===== src/hdl/mat_pkg.sv =====
`timescale 1ns / 1ps
package mat_pkg;

    localparam int ADDR_W = 48;
    localparam int BKT_W  = 7;
    // Sum of six bytes is at most 1530.
    localparam int SUM_W  = 11;
    // Holds the reduction step count 0..2.
    localparam int STEP_W = 2;

    // Request kinds
    localparam logic [1:0] KIND_INSERT = 2'd0;
    localparam logic [1:0] KIND_REV    = 2'd1;
    localparam logic [1:0] KIND_FWD    = 2'd2;

    // Result status codes
    localparam logic [1:0] ST_INSERTED = 2'd0;
    localparam logic [1:0] ST_FULL     = 2'd1;
    localparam logic [1:0] ST_FOUND    = 2'd2;
    localparam logic [1:0] ST_MISSING  = 2'd3;

    typedef struct packed {
        logic [1:0]        kind;
        logic [ADDR_W-1:0] base_addr;
        logic [ADDR_W-1:0] random_addr;
    } t_in;

    typedef struct packed {
        logic [1:0]        status;
        logic [ADDR_W-1:0] addr_out;
    } t_out;

    // Classified request handed from front to back
    typedef struct packed {
        logic [1:0]        kind;
        logic [ADDR_W-1:0] base_addr;
        logic [ADDR_W-1:0] random_addr;
        logic [BKT_W-1:0]  bucket;
    } t_cmd;

    // One table entry as stored in RAM
    typedef struct packed {
        logic [ADDR_W-1:0] base_addr;
        logic [ADDR_W-1:0] random_addr;
        logic [BKT_W-1:0]  bucket;
    } t_entry;

endpackage


===== src/hdl/mat_cmd_fifo.sv =====
`timescale 1ns / 1ps
module mat_cmd_fifo
    import mat_pkg::*;
(
    input  logic i_clk,
    input  logic i_rst_n,
    input  logic i_push,
    input  t_cmd i_cmd,
    output logic o_full,
    input  logic i_pop,
    output t_cmd o_cmd,
    output logic o_empty
);

    t_cmd       r_mem [2];
    logic       r_wr_ptr;
    logic       r_rd_ptr;
    logic [1:0] r_cnt;
    logic       wr;
    logic       rd;

    assign o_full  = (r_cnt == 2'd2);
    assign o_empty = (r_cnt == 2'd0);
    assign wr      = i_push && !o_full;
    assign rd      = i_pop && !o_empty;
    assign o_cmd   = r_mem[r_rd_ptr];

    // Pointers and fill level
    always_ff @(posedge i_clk) begin
        if (!i_rst_n) begin
            r_wr_ptr <= 1'b0;
            r_rd_ptr <= 1'b0;
            r_cnt    <= 2'd0;
        end else begin
            if (wr) begin
                r_wr_ptr <= !r_wr_ptr;
            end
            if (rd) begin
                r_rd_ptr <= !r_rd_ptr;
            end
            case ({wr, rd})
                2'b10:   r_cnt <= r_cnt + 2'd1;
                2'b01:   r_cnt <= r_cnt - 2'd1;
                default: r_cnt <= r_cnt;
            endcase
        end
    end

    // Entry storage
    always_ff @(posedge i_clk) begin
        if (wr) begin
            r_mem[r_wr_ptr] <= i_cmd;
        end
    end

endmodule


===== config.mk =====
export PLATFORM = sky130hd
export DESIGN_NAME = mat_cmd_fifo
export DESIGN_NICKNAME = d
export VERILOG_FILES = /design/src/hdl/mat_pkg.sv /design/src/hdl/mat_cmd_fifo.sv
export SDC_FILE = /design/constraint.sdc
export NUM_CORES = 1
export LEC_CHECK = 0
export BUFFER_PORTS_ARGS = -buffer_cell sky130_fd_sc_hd__buf_2
export CAP_MARGIN = 5
export CORE_ASPECT_RATIO = 1.75
export CORE_MARGIN = 3
export CORE_UTILIZATION = 56
export CTS_CLUSTER_DIAMETER = 200
export DETAILED_ROUTE_END_ITERATION = 7
export PLACE_DENSITY = 0.91
export SLEW_MARGIN = 20
export SYNTH_ARGS = -nofsm -noshare
export SYNTH_HDL_FRONTEND = slang
export SYNTH_SLANG_ARGS = --single-unit

===== constraint.sdc =====
create_clock -name i_clk -period 11.3 [get_ports i_clk]
set_input_delay 2.26 -clock i_clk [delete_from_list [all_inputs] [get_ports i_clk]]
set_output_delay 2.26 -clock i_clk [all_outputs]
set_load 0.005 [all_outputs]

# [Word-level counts from Yosys, hierarchy flattened]
# Memories as Yosys holds them, arrays and structs flattened. A register that Yosys moved wholly into a read port is not among the register bits.
# Cells that the tools add are included.
[op_classes] addsub=2 n_eq_ne=3 n_mux=5 reduce_logical=8
[ops] operator="2-bit == test, second input constant" n=2
[ops] operator="1-bit zero test" n=4
[ops] operator="1-bit two-way mux" n=4
[ops] operator="2-bit case mux with 2 select lines" n=1
[ops] operator="2-bit by 1-bit adder with 2-bit output, second input constant" n=1
[ops] operator="2-bit by 1-bit == test with 1-bit output, second input constant" n=1
[ops] operator="1-bit logical AND" n=2
[ops] operator="2-bit zero test" n=1
[ops] operator="2-bit nonzero test" n=1
[ops] operator="2-bit by 1-bit subtractor with 2-bit output, second input constant" n=1
[totals] output_inout_bits=107 word_cells=22 ram_bits=210 ff_bits=4 memories=1
[memory_table] memory="r_mem" depth=2 word_bits=105 rd=1 rd_ports_with_merged_regs=1 write_ports=1 line="mat_cmd_fifo.sv:15" source="t_cmd r_mem [2];"

# [Longest topological paths before layout]
[logic_depth] ltp_word=5 mapped_depth=6

# [Worst setup path before layout]
# No wires, ideal clock.
[synth_path] path_type="input -> register" start="input port i_push" end="memory r_mem[1][0] in the netlist's numbering, enable pin" required_time_ns=10.824 setup_ns=0.476 stages=1 t_arrival_ns=4.738 setup_slack_ns=6.085 cell_sequence="and3_1"
[synth_between] elab_chain_len=3
[synth_rtl] element="from (decl)" line="mat_cmd_fifo.sv:7" source="input logic i_push,"
[synth_rtl] element="1-bit logical AND" line="mat_cmd_fifo.sv:24" source="assign wr = i_push && !o_full;"
[synth_rtl] element="1-bit two-way mux" line="mat_cmd_fifo.sv:51" source="if (wr) begin"
[synth_rtl] element="1-bit two-way mux (not written as such)" line="mat_cmd_fifo.sv:52" source="r_mem[r_wr_ptr] <= i_cmd;"
[synth_rtl] element="to (decl)" line="mat_cmd_fifo.sv:15"
# Every way passes these cells.

==> flow_metrics.tcl <==
set metrics [dict create \
    hp-class "reg2reg" \
    core-area_um2 13500 \
    cts-resized-gates 0 \
    final_cells 765 \
    netlist.top_cell.by_area "edfxtp_1" \
    ios 216 \
    drt-total-wl_um 14800 \
    vias 3991 \
    grt_usage_pct 19.0 \
    place_inst 733 \
    whs_ps 515 \
    yosysSeqAreaShare_pct 81.9 \
    postLayoutCoreUtil_pct 71.6 \
    max_freq_ghz 0.209 \
    fin_nets 689 \
    async_flop_share_pct 0 \
    drtIter0Drc 190 \
    vias_per_cell 5.22 \
    min_delay_path_depth 2 \
    yosysMostFrequentCell "edfxtp_1" \
    avgSynthCellArea_um2 22.1 \
    syn_inst 353 \
    cts-root-buf "clkbuf_16" \
    fin_crit_ps 4790 \
    period_share_pct 42.4 \
    fp.dieH_um 162 \
    overflow 0 \
    clk_pin_slew_worst_paths_ps 70 \
    die_w_um 95.3 \
    ys_warn_count 0 \
    cp_slowest_cell "dfxtp_4" \
    hp-start "r_wr_ptr$_SDFFE_PN0P_" \
    insertion_delay_ps 470 \
    netlist_area_um2 7820 \
    port_buffers 215 \
    synth.area.top_cells "edfxtp_1 81%, mux2_2 15%, dfxtp_1 1.3%" \
    multi_input_area_um2 1310 \
    ys_types 20 \
    tns_ps 0 \
    grt_antenna_before_repair 2 \
    cts_buffers 18 \
    synth_common_cells "210 x edfxtp_1, 105 x mux2_2, 6 x buf_2" \
    vdd_drop_max_mv 0.196 \
    worstSetupStartpointType "flip-flop" \
    antenna_cells 0 \
    power_density_nw_per_um2 225 \
    regArea_um2 6410 \
    drv_slew 0 \
    crit_path_max_incr_delay_ps 770 \
    finalSetupViolCount 0 \
    fp.dieArea_um2 15500 \
    fillers 827 \
    ys.flop_type "edfxtp_1" \
    cap_violations 0 \
    hold_viol_final 0 \
    wl_per_cell_um 19.4 \
    cts_tree "built" \
    critical_path_required_ps 9040 \
    rows 56 \
    grt_max_degree 65 \
    start_util_pct 57.8 \
    layout-drive-gt1-share_pct 60.2 \
    cts_buffer_depth 3 \
    rsz0062_at_grt "no" \
    place.gp.congestion 0.754 \
    syn_nets 463 \
    cp.arrival_ps 2530 \
    ctsHoldBuffers 0 \
    hpwl_um 10300 \
    clock-sinks 215 \
    ys_ff_latch 215 \
    drtAntennaViolNets 0 \
    netlist.area_leader.share_pct 80.7 \
    reg2regPathDepth 5 \
    tightest_slew_ps 813 \
    cp_cell_sequence "buf_4 -> mux2_2 -> buf_2" \
    outcome "finished, final reports clean" \
    fin_skew_ps 13.3 \
    area_growth_pct 23.9 \
    post_cts_buffers 0 \
    p_leak_nw 3.62 \
    cp-end-kind "output port" \
    cts-htree-levels 1 \
    drc 0 \
    slew_headroom_pct 45.8 \
    critical_path_peak_fanout 55 \
    grt_pass1_wl_um 22000 \
    synth_edf_count 210 \
    timing.rr.start "r_cnt[0]$_SDFFE_PN0P_" \
    path_class "reg2out" \
    grt_pass1_vias 4343 \
    drtPass1Iterations 4 \
]
-- per-layer routing --
metal | wire length [µm] | global-route usage [%]
met1 | 4760 | 19.5
met2 | 8660 | 36.4
met3 | 859 | 3.38
met4 | 530 | 7.56
met5 | 16 | 0
-- state kept, by name, summed over array words and instances, names as in the netlist, named ones only --
| register | flops |
|---|---|
| r_rd_ptr | 1 |
| r_cnt | 2 |
| r_wr_ptr | 1 |
| r_mem | 210 |
-- cells in the final DEF, fill, tap and decap left out, types with 2 or more instances in the layout --
cell type / n
nor2b_1: 2
bufinv_16: 3
o21ai_0: 2
buf_2: 215
a21boi_1: 2
mux2_2: 105
clkinv_1: 4
clkbuf_16: 19
edfxtp_1: 210
dfxtp_1: 4
xnor2_1: 3
clkinv_4: 4
or3_1: 2
buf_4: 3
-- metrics by stage --
step | setup slack, ps | area, µm² | total power, mW
final | 6510 | 9690 | 2.18
after global routing | 6380 | 9690 | 2.27
after CTS | 6440 | 9690 | 2.20
after detailed placement | 6860 | 9050 | 1.56
after global placement | 6920 | 9050 | 1.54
after floorplan | 6090 | 7820 | 1.36
-- worst max-delay path, delay by kind of cell, from the launching register on --
family	cells	cell delay [ps]
multiplexers	1	430
flip-flops	1	770
buffers and inverters	2	800
-- power breakdown --
part	leakage, nW	internal, mW	switching (mW)	total, mW
clock network	0.310	0.383	0.263	0.646
logic	1.30	0.252	0.221	0.472
registers	2.01	1.01	0.0547	1.06
total	3.62	1.64	0.538	2.18
-- cell type report --
type | count | share of cell area (%)
multi-input cells | 123 | 13.5
repair buffers | 218 | 11.3
flip-flops and latches | 215 | 66.2
clock inverters | 12 | 1.50
well taps | 174 | 2.25
inverters | 3 | 0.142
clock buffers | 20 | 5.05
-- final timing paths --
path,end,slack [ps]
setup / recovery,o_cmd[38],6510
hold / removal,r_wr_ptr$_SDFFE_PN0P_,510
setup reg to reg,r_mem[0][25]$_DFFE_PP_,8680
hold reg to reg,r_wr_ptr$_SDFFE_PN0P_,510
-- logic make-up (layout without fill, tap and decap cells) --
family	count (synthesis)	count (layout)	share of synthesized area (%)
and+or+nand+nor	9	9	0.688
buffers and inverters	15	253	1.34
xor gates and xnor gates	3	3	0.336
adders and majority gates	1	1	0.160
DFF	215	215	81.9
AOI/OAI and AO/OA	5	5	0.416
muxes	105	105	15.1
No activity file was read; power rests on OpenSTA's default activity.
