[src/hdl/mat_pkg.sv]
`timescale 1ns / 1ps
package mat_pkg;

    localparam int ADDR_W = 48;
    localparam int BKT_W  = 7;
    // Sum of six bytes is at most 1530.
    localparam int SUM_W  = 11;
    // Holds the reduction step count 0..2.
    localparam int STEP_W = 2;

    // Request kinds
    localparam logic [1:0] KIND_INSERT = 2'd0;
    localparam logic [1:0] KIND_REV    = 2'd1;
    localparam logic [1:0] KIND_FWD    = 2'd2;

    // Result status codes
    localparam logic [1:0] ST_INSERTED = 2'd0;
    localparam logic [1:0] ST_FULL     = 2'd1;
    localparam logic [1:0] ST_FOUND    = 2'd2;
    localparam logic [1:0] ST_MISSING  = 2'd3;

    typedef struct packed {
        logic [1:0]        kind;
        logic [ADDR_W-1:0] base_addr;
        logic [ADDR_W-1:0] random_addr;
    } t_in;

    typedef struct packed {
        logic [1:0]        status;
        logic [ADDR_W-1:0] addr_out;
    } t_out;

    // Classified request handed from front to back
    typedef struct packed {
        logic [1:0]        kind;
        logic [ADDR_W-1:0] base_addr;
        logic [ADDR_W-1:0] random_addr;
        logic [BKT_W-1:0]  bucket;
    } t_cmd;

    // One table entry as stored in RAM
    typedef struct packed {
        logic [ADDR_W-1:0] base_addr;
        logic [ADDR_W-1:0] random_addr;
        logic [BKT_W-1:0]  bucket;
    } t_entry;

endpackage

[src/hdl/mat_front.sv]
`timescale 1ns / 1ps
module mat_front
    import mat_pkg::*;
#(
    parameter int NUM_BUCKETS = 100
) (
    input  logic i_clk,
    input  logic i_rst_n,
    input  logic i_push,
    input  t_in  i_item,
    output logic o_full,
    output logic o_q_push,
    output t_cmd o_q_cmd,
    input  logic i_q_full
);

    // Reciprocal of NUM_BUCKETS scaled by 2^RCP_SHIFT, rounded up; the
    // quotient estimate is exact for every byte sum below 2^SUM_W
    localparam int RCP_SHIFT = 22;
    localparam int RCP_W     = RCP_SHIFT + 1;
    localparam int PROD_W    = SUM_W + RCP_W;
    localparam logic [RCP_W-1:0] RCP =
        RCP_W'(((1 << RCP_SHIFT) + NUM_BUCKETS - 1) / NUM_BUCKETS);
    localparam logic [SUM_W-1:0] NB_SUM = SUM_W'(NUM_BUCKETS);
    // Reduction steps: quotient first, then remainder
    localparam logic [STEP_W-1:0] STEP_QUO = STEP_W'(2);
    localparam logic [STEP_W-1:0] STEP_REM = STEP_W'(1);

    logic              r_valid;
    logic [1:0]        r_kind;
    logic [ADDR_W-1:0] r_base;
    logic [ADDR_W-1:0] r_random;
    logic [SUM_W-1:0]  r_rem;
    logic [SUM_W-1:0]  r_quo;
    logic [STEP_W-1:0] r_step;

    logic              done;
    logic              accept;
    logic [SUM_W-1:0]  byte_sum;
    logic [PROD_W-1:0] quo_prod;
    logic [SUM_W-1:0]  quo_est;
    logic [SUM_W-1:0]  quo_mul;

    // Byte sum of the randomized address
    always_comb begin
        byte_sum = '0;
        for (int k = 0; k < 6; k++) begin
            byte_sum = byte_sum + SUM_W'(i_item.random_addr[8*k +: 8]);
        end
    end

    assign done     = r_valid && (r_step == '0);
    assign o_full   = r_valid && !(done && !i_q_full);
    assign accept   = i_push && !o_full;
    assign o_q_push = done && !i_q_full;

    // Modulo by reciprocal multiply: quotient estimate, then remainder
    assign quo_prod = PROD_W'(r_rem) * PROD_W'(RCP);
    assign quo_est  = SUM_W'(quo_prod >> RCP_SHIFT);
    assign quo_mul  = r_quo * NB_SUM;

    always_ff @(posedge i_clk) begin
        if (!i_rst_n) begin
            r_valid <= 1'b0;
            r_step  <= '0;
        end else if (accept) begin
            r_valid <= 1'b1;
            r_step  <= (i_item.kind == KIND_INSERT) ? STEP_QUO : '0;
        end else begin
            if (o_q_push) begin
                r_valid <= 1'b0;
            end
            if (r_valid && (r_step != '0)) begin
                r_step <= r_step - STEP_W'(1);
            end
        end
    end

    // Request payload and running remainder
    always_ff @(posedge i_clk) begin
        if (accept) begin
            r_kind   <= i_item.kind;
            r_base   <= i_item.base_addr;
            r_random <= i_item.random_addr;
            r_rem    <= byte_sum;
        end else if (r_valid && (r_step == STEP_QUO)) begin
            r_quo <= quo_est;
        end else if (r_valid && (r_step == STEP_REM)) begin
            r_rem <= r_rem - quo_mul;
        end
    end

    assign o_q_cmd = '{kind: r_kind, base_addr: r_base, random_addr: r_random,
                       bucket: r_rem[BKT_W-1:0]};

endmodule

[config.mk]
export PLATFORM = sky130hd
export DESIGN_NAME = mat_front
export DESIGN_NICKNAME = d
export VERILOG_FILES = /design/src/hdl/mat_pkg.sv /design/src/hdl/mat_front.sv
export SDC_FILE = /design/constraint.sdc
export NUM_CORES = 1
export LEC_CHECK = 0
export ABC_AREA = 1
export BUFFER_PORTS_ARGS = -buffer_cell sky130_fd_sc_hd__buf_2
export CORE_ASPECT_RATIO = 1.1
export CORE_MARGIN = 8
export CORE_UTILIZATION = 30
export CTS_CLUSTER_DIAMETER = 100
export DETAILED_ROUTE_END_ITERATION = 8
export GPL_TIMING_DRIVEN = 0
export PLACE_DENSITY = 0.6
export SLEW_MARGIN = 15
export SYNTH_ARGS = -nofsm -noshare
export SYNTH_HDL_FRONTEND = slang
export SYNTH_SLANG_ARGS = --single-unit
[constraint.sdc]
create_clock -name i_clk -period 6.75 [get_ports i_clk]
set_input_delay 0.3375 -clock i_clk [delete_from_list [all_inputs] [get_ports i_clk]]
set_output_delay 0.3375 -clock i_clk [all_outputs]
set_load 0.03 [all_outputs]
## Yosys cells after proc, flatten, opt, wreduce, memory -nomap -nowiden

Cells that the tools add are included.

- Bits in registers: 117
- Memories kept: 0
- Word-level logic and storage cells: 46
- ROM bits: 0
- Bits in writable memories: 0
- Bits in latches: 0
- Output and inout port bits: 107
- Input port bits: 102

- Divide/modulo/power cells: 0
- Bitwise logic cells: 1
- $mul: 2
- Mux-type cells: 8
- Order comparisons: 0
- Equal/unequal tests: 3
- $add $sub $neg: 7
- Shifts and indexed selects: 0
- Reduce and logical (&&, ||, !) cells: 18

Operators with widths:

| kind | count |
|---|---|
| 2-to-1 mux 11 bit | 3 |
| multiplier 11 x 13 -> 24 bit, second input constant | 1 |
| adder 11 x 8 -> 11 bit | 2 |
| adder 10 x 8 -> 11 bit | 1 |
| subtractor 11 bit | 1 |
| adder 9 x 8 -> 10 bit | 1 |
| adder 8 x 8 -> 9 bit | 1 |
| multiplier 5 x 5 -> 9 bit, second input constant | 1 |
| nonzero test 2 bit | 4 |
| logical AND 1 bit | 7 |
| 2-to-1 mux 2 bit | 3 |
| logical NOT 2 bit | 2 |
| AND reduction 2 bit | 2 |
| logical NOT 1 bit | 3 |
| == test 2 x 1 -> 1 bit, second input constant | 1 |
| == test 2 bit, second input constant | 1 |
| 2-to-1 mux 1 bit | 2 |
| inequality test 2 bit, second input constant | 1 |
| subtractor 2 x 1 -> 2 bit, second input constant | 1 |
| inverter 1 bit | 1 |

## Longest topological paths before layout

Gate-level depths: netlist of the first run.

- Depth after elaboration: 9
- Gate-level depth with buffers: 20
- Mapped depth without buffers: 20

## Worst setup path after synthesis of the first run

Ideal clock, no wire load.

- Path kind: reg-to-reg
- Start point: reg r_rem[5]
- End point: reg r_quo[3], data pin
- Path slack: 2459 ps
- Arrival time: 4038 ps
- Library setup time: 253 ps
- Stages on the path, launching flop included: 16
- Path through: edfxtp_1 inv_1 fa_1 fa_1 fa_1 inv_1 fa_1 fa_1 ha_1 a21o_1 a21boi_0 nand2_1 nand2_1 nand3_1 nand2_1 nand2_1

- Word-level cells in the longest chain between the ends: 1

Ends and longest elaborated chain:

| element | RTL line | text |
|---|---|---|
| start: declaration | mat_front.sv:33 | `logic [SUM_W-1:0] r_rem;` |
| start signal: assignment | mat_front.sv:85 | `r_rem <= byte_sum;` |
| start signal: assignment | mat_front.sv:89 | `r_rem <= r_rem - quo_mul;` |
| multiplier 11 x 13 -> 24 bit | mat_front.sv:58 | `assign quo_prod = PROD_W'(r_rem) * PROD_W'(RCP);` |
| named net quo_est[3] | mat_front.sv:41 | `logic [SUM_W-1:0] quo_est;` |
| end signal: assignment | mat_front.sv:87 | `r_quo <= quo_est;` |
| end: declaration | mat_front.sv:34 | `logic [SUM_W-1:0] r_quo;` |

The timed path passes the listed nets, and every way through them passes these cells.
A chain may end at the register's enable or synchronous reset.

## Worst setup path in the final report of the first run

- Start point: reg r_rem[5]
- End point: reg r_quo[1], data pin

The elaborated chain is that of the path after synthesis.

==> reports/metrics.yaml, run 1 <==
via_count: 5660
firstDrtPassIters: 4
dieArea_um2: 32800
ant_nets: 0
critPathKind: "flop to flop"
htreeDepth: 4
hp-class: "input pin to flop"
numPortBuffers: 208
regArea_um2: 3480
start_util_pct: 30.4
crit_path_start_kind: "flop"
rsz0062_at_grt: "no"
hpwlAfterDp_um: 16300
post_cts_buffers: 0
fp.coreArea_um2: 26900
multiInputGateArea_um2: 4040
netlist.area_leader.share_pct: 41.9
syn_to_final_growth_pct: 25.9
min_from: "i_item[61]"
crit_slowest_cell: "edfxtp_1"
fin_util_pct: 38.3
maxSlewHeadroom_pct: 35.1
finalMaxSlewViolations: 0
yosysWarnings: 0
grt_pass1_vias: 6039
layout_min_cycle_time_ps: 4750
crit_start: "r_rem[5]$_DFFE_PP_"
maxCapViolations: 0
cp.arrival_ps: 4900
grt_busiest_layer: "met2"
clk_pin_slew_ps: 70
cts_root_buffer: "clkbuf_16"
die_y_um: 189
dpl_cell_area_um2: 9670
rows: 63
finalSetupTns_ps: 0
synth.distinct_cells: 33
nets: 1225
max_stage_delay_ps: 670
clockBufferDepth: 2
antenna_cells: 0
cts_tree: "yes"
critPathRequiredTime_ps: 6900
totalWireLength_um: 19700
endpoint_kind: "flop"
place_congestion: 0.803
syn_area_um2: 8180
ys_ff_latch: 117
vias_per_cell: 4.32
grtUsageMet1_pct: 14.0
drc: 0
grt_use_met2_pct: 20.9
worst_slack_ps: 2000
fillers: 2654
crit_path_frequent_cell: "fa_1"
drive_above_1_share_pct: 26.8
clock_latency_ps: 420
numCtsBuffers: 17
synthTopCellsByArea: "edfxtp_1, fa_1, ha_1"
ys_seq_area_share_pct: 42.6
gr-usage-met3_pct: 3.88
hold_viol_final: 0
grt_max_degree: 110
final_area_um2: 10300
final.period_utilization_pct: 70.4
timing.rr.start: "r_rem[5]$_DFFE_PP_"
setup_viol_count_final: 0
finClkSkew_ps: 16.8
postSynthAreaPerCell_um2: 11.5
syn_nets: 998
synth_area_leader_cell: "edfxtp_1"
place_ws_ps: 1940
fmax_mhz: 210
worst_pin_slew_ps: 973
ioPinCount: 209
track_usage_pct: 11.9
antenna_found_initial: 0
drtIter0Drc: 260
cp_max_fo: 7
postCtsHoldBufs: 0
overflow: 0
ctsResizeCount: 0
syn_inst: 712
worstPathCellList: "inv_1 -> fa_1 -> fa_1 -> inv_1 -> fa_1 -> fa_1 -> ha_1 -> ha_1 -> nand2_1 -> nor2_1 -> nand3_1 -> nor2_1 -> nand3_1 -> nand4_1 -> nand2_1"
dieWidth_um: 173
wl_per_cell_um: 15.0
grt_first_pass_wirelength_um: 30800
cts.sinks: 117
status: "finished, final reports clean"
## placed cells by master, fill, tap and decap left out
cell          n
a31oi_1       1
dfxtp_1       3
fa_1         74
nand2_1     102
a21boi_0      1
inv_8         4
buf_6         2
xor2_1        7
nand4_1       8
inv_6         7
clkbuf_16    17
a211oi_1      1
o211ai_1      1
nand3_1      22
mux2i_1       1
clkinvlp_4    1
bufinv_16     3
a21o_1        2
a21oi_1      30
ha_1        110
nor2_4        1
o21bai_1      4
inv_1       152
o21a_1        1
inv_2         2
edfxtp_1    114
nor2_1       29
nor3_4        1
buf_4         7
o21ai_0      22
nor3_1        2
xnor2_1       2
buf_2       208
nand3b_1      3
nor2_2        1
o21ai_1       3
or2_2         1
o211a_1       1
nor4_1        1
## layout make-up
type / instances / share of cell area (%)
multi-input combinational: 432 / 39.3
clock buffer: 17 / 4.13
clock inverter: 15 / 1.98
buffer: 9 / 0.729
sequential: 117 / 33.8
inverter: 154 / 5.61
tap: 357 / 4.34
timing repair buffer: 208 / 10.1
## kinds of logic (layout without fill, tap and decap cells)
family / Yosys count / in the layout / share of synthesized area [%]
AO/OA/AOI/OAI: 67 / 67 / 4.48
XOR/XNOR: 9 / 9 / 0.964
adder cells (fa/ha/maj): 184 / 184 / 35.0
buffers and inverters: 163 / 403 / 7.94
flip-flops: 117 / 117 / 42.6
multiplexers: 1 / 1 / 0.122
AND/OR/NAND/NOR: 171 / 171 / 8.94
## synth_stat cells
cell type	instances
xnor2_1	2
ha_1	110
nand3_1	22
o211ai_1	1
nor2_1	29
o21ai_0	23
o211a_1	1
inv_2	2
nand4_1	8
a21o_1	2
a31oi_1	1
o21a_1	1
buf_6	1
o21ai_1	2
nand2_1	102
nor3_4	1
nor4_1	1
a21boi_0	1
fa_1	74
nor2_2	1
mux2i_1	1
nor2_4	1
a21oi_1	30
or2_2	1
nor3_1	2
a211oi_1	1
edfxtp_1	114
nand3b_1	3
inv_1	152
o21bai_1	4
buf_4	8
dfxtp_1	3
xor2_1	7
## metrics by stage
step	hold slack, ps	cells
6_report	82.9	1309
5_1_grt	60.2	1309
4_1_cts	73.9	1309
3_5_place_dp	513	1277
3_3_place_gp	486	1277
2_1_floorplan	436	712
## registers in the layout, indices dropped and copies added, names as in the netlist
name and flops:
r_step 2, r_rem 11, r_base 48, r_valid 1, r_quo 5, r_random 48
r_kind 2
## worst paths after layout
| kind | to | slack, ps | cells past startpoint |
|---|---|---|---|
| setup reg to reg | r_quo[1]$_DFFE_PP_ | 2000 | 15 |
| hold reg to reg | r_step[0]$_SDFFE_PN0P_ | 510 | 1 |
| setup / recovery | r_quo[1]$_DFFE_PP_ | 2000 | 15 |
| hold / removal | r_base[13]$_DFFE_PP_ | 80 | 1 |
## worst max-delay path, delay by kind of cell (launching register included)
kind	cells	cell delay, ps
adders and majority gates	6	2700
DFF	1	670
and+or+nand+nor	7	940
buffers and inverters	2	190
## metal layers
| layer | up-vias | routed length [um] | share of wire (%) |
|---|---|---|---|
| met5 | - | 0 | 0 |
| met2 | 107 | 10100 | 51 |
| met4 | 0 | 167 | 0.85 |
| li1 | 2801 | - | - |
| met3 | 10 | 937 | 4.8 |
| met1 | 2742 | 8510 | 43 |
Power of run 1 is not shown: default switching activity piles up to over one toggle a cycle in this logic, so the estimate is an artifact.
==> inputs of run 2 (changes only) <==
Settings changed: ABC_AREA 1 to 0, PLACE_DENSITY 0.6 to 0.61.
Clock period 6.75 ns to 4.7 ns, I/O delays scaled along.
==> run 2 against run 1 <==
The flow now finishes with violations (setup timing). Sequential cell count unchanged. Via count down 6.8%. Non-clock buffer count up 79. Synthesized cell count down 21%. Largest cell class unchanged.
==> reports/metrics.yaml, run 2 <==
final_cell_mix: "buf_2, edfxtp_1, inv_1"
stdcell_count: 1194  # -8.8%
violations: "setup timing"
cts.sinks: 117  # unchanged
dieWidth_um: 168  # -2.9%
ant_nets: 0  # unchanged
place_congestion: 0.787  # -2.0%
dpl_cell_area_um2: 9150  # -5.4%
fin_util_pct: 42.1  # +3.8 points
final_common_cell: "buf_2"
grt_pass1_vias: 5683  # -5.9%
nets: 1152  # -6.0%
netlist_top_cells_count: "edfxtp_1, inv_1, ha_1"
timing.rr.start: "r_rem[9]$_DFFE_PP_"
via_count: 5275  # -6.8%
rsz0062_at_grt: "yes"
drc: 0  # unchanged
synth_area_leader_cell: "edfxtp_1"
hpwlAfterDp_um: 15000  # -7.8%
maxCapViolations: 0  # unchanged
r2r_cells: 15  # unchanged
postSynthAreaPerCell_um2: 13.7  # +19%
hold_viol_final: 0  # unchanged
gr-usage-met3_pct: 3.93  # +0.046 points
synthTopCellsByArea: "edfxtp_1, fa_1, ha_1"
antenna_cells: 0  # unchanged
worst_pin_slew_ps: 572  # -401 ps
drive_above_1_share_pct: 33.6  # +6.8 points
finClkSkew_ps: 13.6  # -3.18 ps
wl_per_cell_um: 16.5  # +9.8%
clockBufferDepth: 2  # unchanged
cts_root_buffer: "clkbuf_16"
cp.arrival_ps: 4980  # +80 ps
grt_max_degree: 90  # -18%
track_usage_pct: 12.6  # +0.63 points
fmax_mhz: 208  # -1.3%
endpoint_kind: "flop"
clk_pin_slew_ps: 60  # about the same
worstPathCellList: "buf_6 -> fa_1 -> ha_1 -> inv_1 -> fa_1 -> inv_1 -> fa_1 -> fa_1 -> ha_1 -> a21oi_2 -> nor2_2 -> a311oi_4 -> nand3_2 -> a221o_1 -> xor2_1"
r2r-end: "r_quo[4]$_DFFE_PP_"
netlist.area_leader.share_pct: 44.6  # +2.8 points
numCtsBuffers: 17  # unchanged
setup_viol_count_final: 5  # +5
antenna_found_initial: 0  # unchanged
holdPathEnd: "r_random[33]$_DFFE_PP_"
drtIter0Drc: 231  # -11%
syn_nets: 845  # -15%
critPathKind: "flop to flop"
rrSetupSlack_ps: -120  # -2110 ps
hp-class: "input pin to flop"
cp_max_fo: 3  # -4
firstDrtPassIters: 5  # +1
numPortBuffers: 208  # unchanged
grt_busiest_layer: "met2"
htreeDepth: 4  # unchanged
syn_inst: 559  # -21%
ys_ff_latch: 117  # unchanged
min_from: "i_item[33]"
vias_per_cell: 4.42  # +2.2%
min_path_cells: 1  # unchanged
final_area_um2: 10600  # +3.1%
fp.coreArea_um2: 25200  # -6.3%
clock_latency_ps: 420  # about the same
maxSlewHeadroom_pct: 61.8  # +27 points
syn_to_final_growth_pct: 38.3
critical_path.top_delay_family: "adder cells"
crit_path_frequent_cell: "fa_1"
ioPinCount: 209  # unchanged
critPathRequiredTime_ps: 4860  # -2040 ps
top_regs: "r_base (48), r_random (48), r_rem (11)"
grtUsageMet1_pct: 14.3  # +0.38 points
syn_area_um2: 7670  # -6.2%
totalWireLength_um: 19700  # +0.12%
placed_cells: 1084  # -15%
crit_path_start_kind: "flop"
ys.flop_type: "edfxtp_1"
crit_slowest_cell: "fa_1"
status: "finished, violations left"
max_stage_delay_ps: 540  # -130 ps
grt_first_pass_wirelength_um: 29900  # -2.6%
synth_edf_count: 114  # unchanged
dieArea_um2: 30900  # -5.6%
start_util_pct: 30.5  # +0.038 points
overflow: 0  # unchanged
worst_slack_ps: -117  # -2110 ps
cts_tree: "yes"
grt_use_met2_pct: 22.2  # +1.3 points
layout_min_cycle_time_ps: 4820  # +62.2 ps
rows: 61  # -3.2%
die_y_um: 184  # -2.9%
finalMaxSlewViolations: 0  # unchanged
yosysWarnings: 0  # unchanged
synth.distinct_cells: 42  # +27%
ys_seq_area_share_pct: 45.4  # +2.8 points
synth_async_sr_flop_share_pct: 0  # unchanged
final.period_utilization_pct: 102  # +32 points
crit_buf_inv: 3  # +1
-- run 2: cell count changes after synthesis, moves of 10 or more --
cell / delta
xnor2_1: +10
nand2_1: -91
nor2_1: -10
inv_1: -38
a21oi_1: -16
nand3_1: -19
o21ai_0: -18
-- run 2: what timing repair did --
item,4_1_cts,5_1_grt
buffers inserted,19,2
hold buffers,58,0
setup endpoints to repair,5,5
resized for setup,20,10
endpoints found under the hold margin,58,0
pin swaps,20,2
-- run 2: cell type report --
class                      instances  area [um2]
buffer                             8        56.3
clock buffer                      17         425
clock inverter                    15         156
fill                            2315       14600
inverter                         115         437
multi-input combinational        319        3840
sequential                       117        3480
tap                              315         394
timing repair buffer             288        1820
-- run 2: logic make-up (layout without fill, tap and decap cells) --
logic type,after synthesis,after routing,share of synthesized area [%]
xor+xnor,20,20,2.28
compound gates,51,51,4.32
buf+inv,123,443,6.36
mux,3,3,0.391
fa+ha+maj,184,184,37.3
simple gates,61,61,3.98
flops,117,117,45.4
-- run 2: how the worst max path moves through the flow --
| stage | startpoint | end | slack [ps] | cells after the start |
|---|---|---|---|---|
| global placement | r_step[0]$_SDFFE_PN0P_ | r_rem[10]$_DFFE_PP_ | -970 | 8 |
| detailed placement | r_rem[6]$_DFFE_PP_ | r_quo[4]$_DFFE_PP_ | -570 | 16 |
| floorplan | r_rem[7]$_DFFE_PP_ | r_quo[4]$_DFFE_PP_ | 40 | 14 |
| finish | r_rem[9]$_DFFE_PP_ | r_quo[4]$_DFFE_PP_ | -120 | 15 |
| CTS | r_rem[7]$_DFFE_PP_ | r_quo[4]$_DFFE_PP_ | -60 | 17 |
| global route | r_rem[7]$_DFFE_PP_ | r_quo[2]$_DFFE_PP_ | -290 | 14 |
-- run 2: per-layer routing --
layer | wire length (um) | vias up
li1 | - | 2531
met2 | 10300 | 128
met5 | 0 | -
met1 | 7860 | 2593
met4 | 348 | 0
met3 | 1150 | 23
-- run 2: through the flow --
stage	TNS [ps]	worst slack (ps)	hold WS, ps
CTS	-146	-64.4	0.713
floorplan	0	38.5	334
detailed placement	-2370	-573	413
finish	-361	-117	26.5
global route	-1260	-290	7.79
global placement	-83000	-970	412
Power of run 2 is left out for the same reason.
==> inputs of run 3 (changes only) <==
Settings changed: ABC_AREA 0 to 1, PLACE_DENSITY 0.61 to 0.6.
Clock period 4.7 ns to 5.4 ns, I/O delays scaled along.
==> run 3 against run 2 <==
The run now ends clean. Die area grew 6.0%. Final area shrank 2.0%. Wire length grew 0.37%. Maximum frequency grew 1.3%. Critical path depth is the same. Sequential share of layout area grew 0.68 points. Via count grew 8.5%. Hold slack lost 10 ps. Critical path type unchanged. Highest routed layer unchanged.
==> reports/metrics.yaml, run 3 (synthesis gave the netlist of run 1 again) <==
drive_above_1_share_pct: 26.5  # -7.1 points
crit_slowest_cell: "edfxtp_1"
ioPinCount: 209  # unchanged
grt_first_pass_wirelength_um: 30800  # +2.7%
crit_path_start_kind: "flop"
finalSetupTns_ps: 0  # +361 ps
worstPathCellList: "inv_1 -> fa_1 -> fa_1 -> inv_1 -> fa_1 -> fa_1 -> ha_1 -> ha_1 -> nand2_1 -> nor2_1 -> nand3_1 -> nor2_1 -> nand3_1 -> nand4_1 -> nand2_1"
htreeDepth: 4  # unchanged
antenna_found_initial: 0  # unchanged
nets: 1235  # +7.2%
final_common_cell: "buf_2"
top_regs: "r_base (48), r_random (48), r_rem (11)"
cts_tree: "yes"
status: "finished, final reports clean"
clockBufferDepth: 2  # unchanged
fin_util_pct: 38.7  # -3.5 points
numCtsBuffers: 17  # unchanged
track_usage_pct: 11.9  # -0.63 points
hold_viol_final: 0  # unchanged
hpwlAfterDp_um: 16300  # +8.5%
layout_min_cycle_time_ps: 4750  # -62.5 ps
finClkSkew_ps: 15.5  # +1.90 ps
whs_ps: 16.5  # -9.98 ps
via_count: 5723  # +8.5%
maxCapViolations: 0  # unchanged
r2r_cells: 15  # unchanged
clock_latency_ps: 420  # about the same
vias_per_cell: 4.34  # -1.8%
firstDrtPassIters: 5  # unchanged
finalMaxSlewViolations: 0  # unchanged
start_util_pct: 30.4  # -0.038 points
critical_path.top_delay_family: "adder cells"
cp.arrival_ps: 4900  # -80 ps
critPathRequiredTime_ps: 5550  # +690 ps
cp_max_fo: 7  # +4
max_stage_delay_ps: 670  # +130 ps
rsz0062_at_grt: "no"
cts_root_buffer: "clkbuf_16"
syn_to_final_growth_pct: 27.2
hp-class: "input pin to flop"
clk_pin_slew_ps: 60  # about the same
worstSetupPathDepth: 15  # unchanged
fmax_mhz: 210  # +1.3%
ctsResizeCount: 0  # -100%
totalWireLength_um: 19800  # +0.37%
critPathKind: "flop to flop"
crit_path_frequent_cell: "fa_1"
drtIter0Drc: 243  # +5.2%
ant_nets: 0  # unchanged
grt_pass1_vias: 6039  # +6.3%
cts.sinks: 117  # unchanged
place_ws_ps: 594  # +1170 ps
final_cell_mix: "buf_2, inv_1, edfxtp_1"
place_congestion: 0.803  # +2.1%
setup_viol_count_final: 0  # -5
dieArea_um2: 32800  # +6.0%
wl_per_cell_um: 15.0  # -9.1%
fp.coreArea_um2: 26900  # +6.7%
min_path_cells: 1  # unchanged
drc: 0  # unchanged
final.period_utilization_pct: 88.0  # -14 points
worst_pin_slew_ps: 966  # +393 ps
rows: 63  # +3.3%
grt_max_degree: 110  # +22%
endpoint_kind: "flop"
maxSlewHeadroom_pct: 35.6  # -26 points
worst_slack_ps: 645  # +762 ps
die_y_um: 189  # +3.0%
crit_buf_inv: 2  # -1
numPortBuffers: 208  # unchanged
overflow: 0  # unchanged
dieWidth_um: 173  # +2.9%
antenna_cells: 0  # unchanged
## run 3: changes by cell type in the layout (fill, tap and decap cells not counted), sizes merged, moves of 10 or more
cell / delta
a21oi: +16
buf: -20
dlygate4sd3: -48
inv: +41
nand2: +91
nand3: +19
nor2: +12
o21ai: +17
xnor2: -10
## run 3: worst paths after layout
| check | endpoint | slack (ps) | startpoint |
|---|---|---|---|
| worst min register to register | r_step[0]$_SDFFE_PN0P_ | 510 | r_step[0]$_SDFFE_PN0P_ |
| worst max-delay path | r_quo[1]$_DFFE_PP_ | 650 | r_rem[5]$_DFFE_PP_ |
| worst min-delay path | r_base[21]$_DFFE_PP_ | 20 | i_item[69] |
| worst max register to register | r_quo[1]$_DFFE_PP_ | 650 | r_rem[5]$_DFFE_PP_ |
## run 3: repair_timing
item                       in CTS  in global routing
hold endpoints to repair        0                 10
setup endpoints to repair       0                  0
setup buffers                   0                  0
hold buffers                    0                 10
## run 3: area by class of cell
| class | count | area (um2) |
|---|---|---|
| buffer | 9 | 75.1 |
| clock buffer | 17 | 425 |
| clock inverter | 15 | 204 |
| fill | 2652 | 16500 |
| inverter | 154 | 578 |
| multi-input combinational | 432 | 4040 |
| sequential | 117 | 3480 |
| tap | 357 | 447 |
| timing repair buffer | 218 | 1140 |
## run 3: layer usage
| layer | GRT usage (%) | vias up | routed length, um |
|---|---|---|---|
| li1 | - | 2820 | - |
| met1 | 14.0 | 2761 | 8400 |
| met2 | 20.9 | 132 | 10200 |
| met3 | 3.88 | 10 | 1030 |
| met4 | 2.85 | 0 | 178 |
| met5 | 0 | - | 0 |
## run 3: stage by stage
step / area (um2) / std cells
finish: 10400 / 1319
global route: 10400 / 1319
CTS: 10300 / 1309
detailed placement: 9670 / 1277
global placement: 9660 / 1277
floorplan: 8180 / 712
## run 3: worst reg2reg max path, cell delays in order, from the launching register on
cell      delay [ps]
edfxtp_1         670
inv_1            130
fa_1             550
fa_1             520
inv_1             60
fa_1             510
fa_1             490
ha_1             310
ha_1             320
nand2_1          110
nor2_1           250
nand3_1          110
nor2_1           150
nand3_1          120
nand4_1          100
nand2_1          100
Power of run 3 is left out for the same reason.
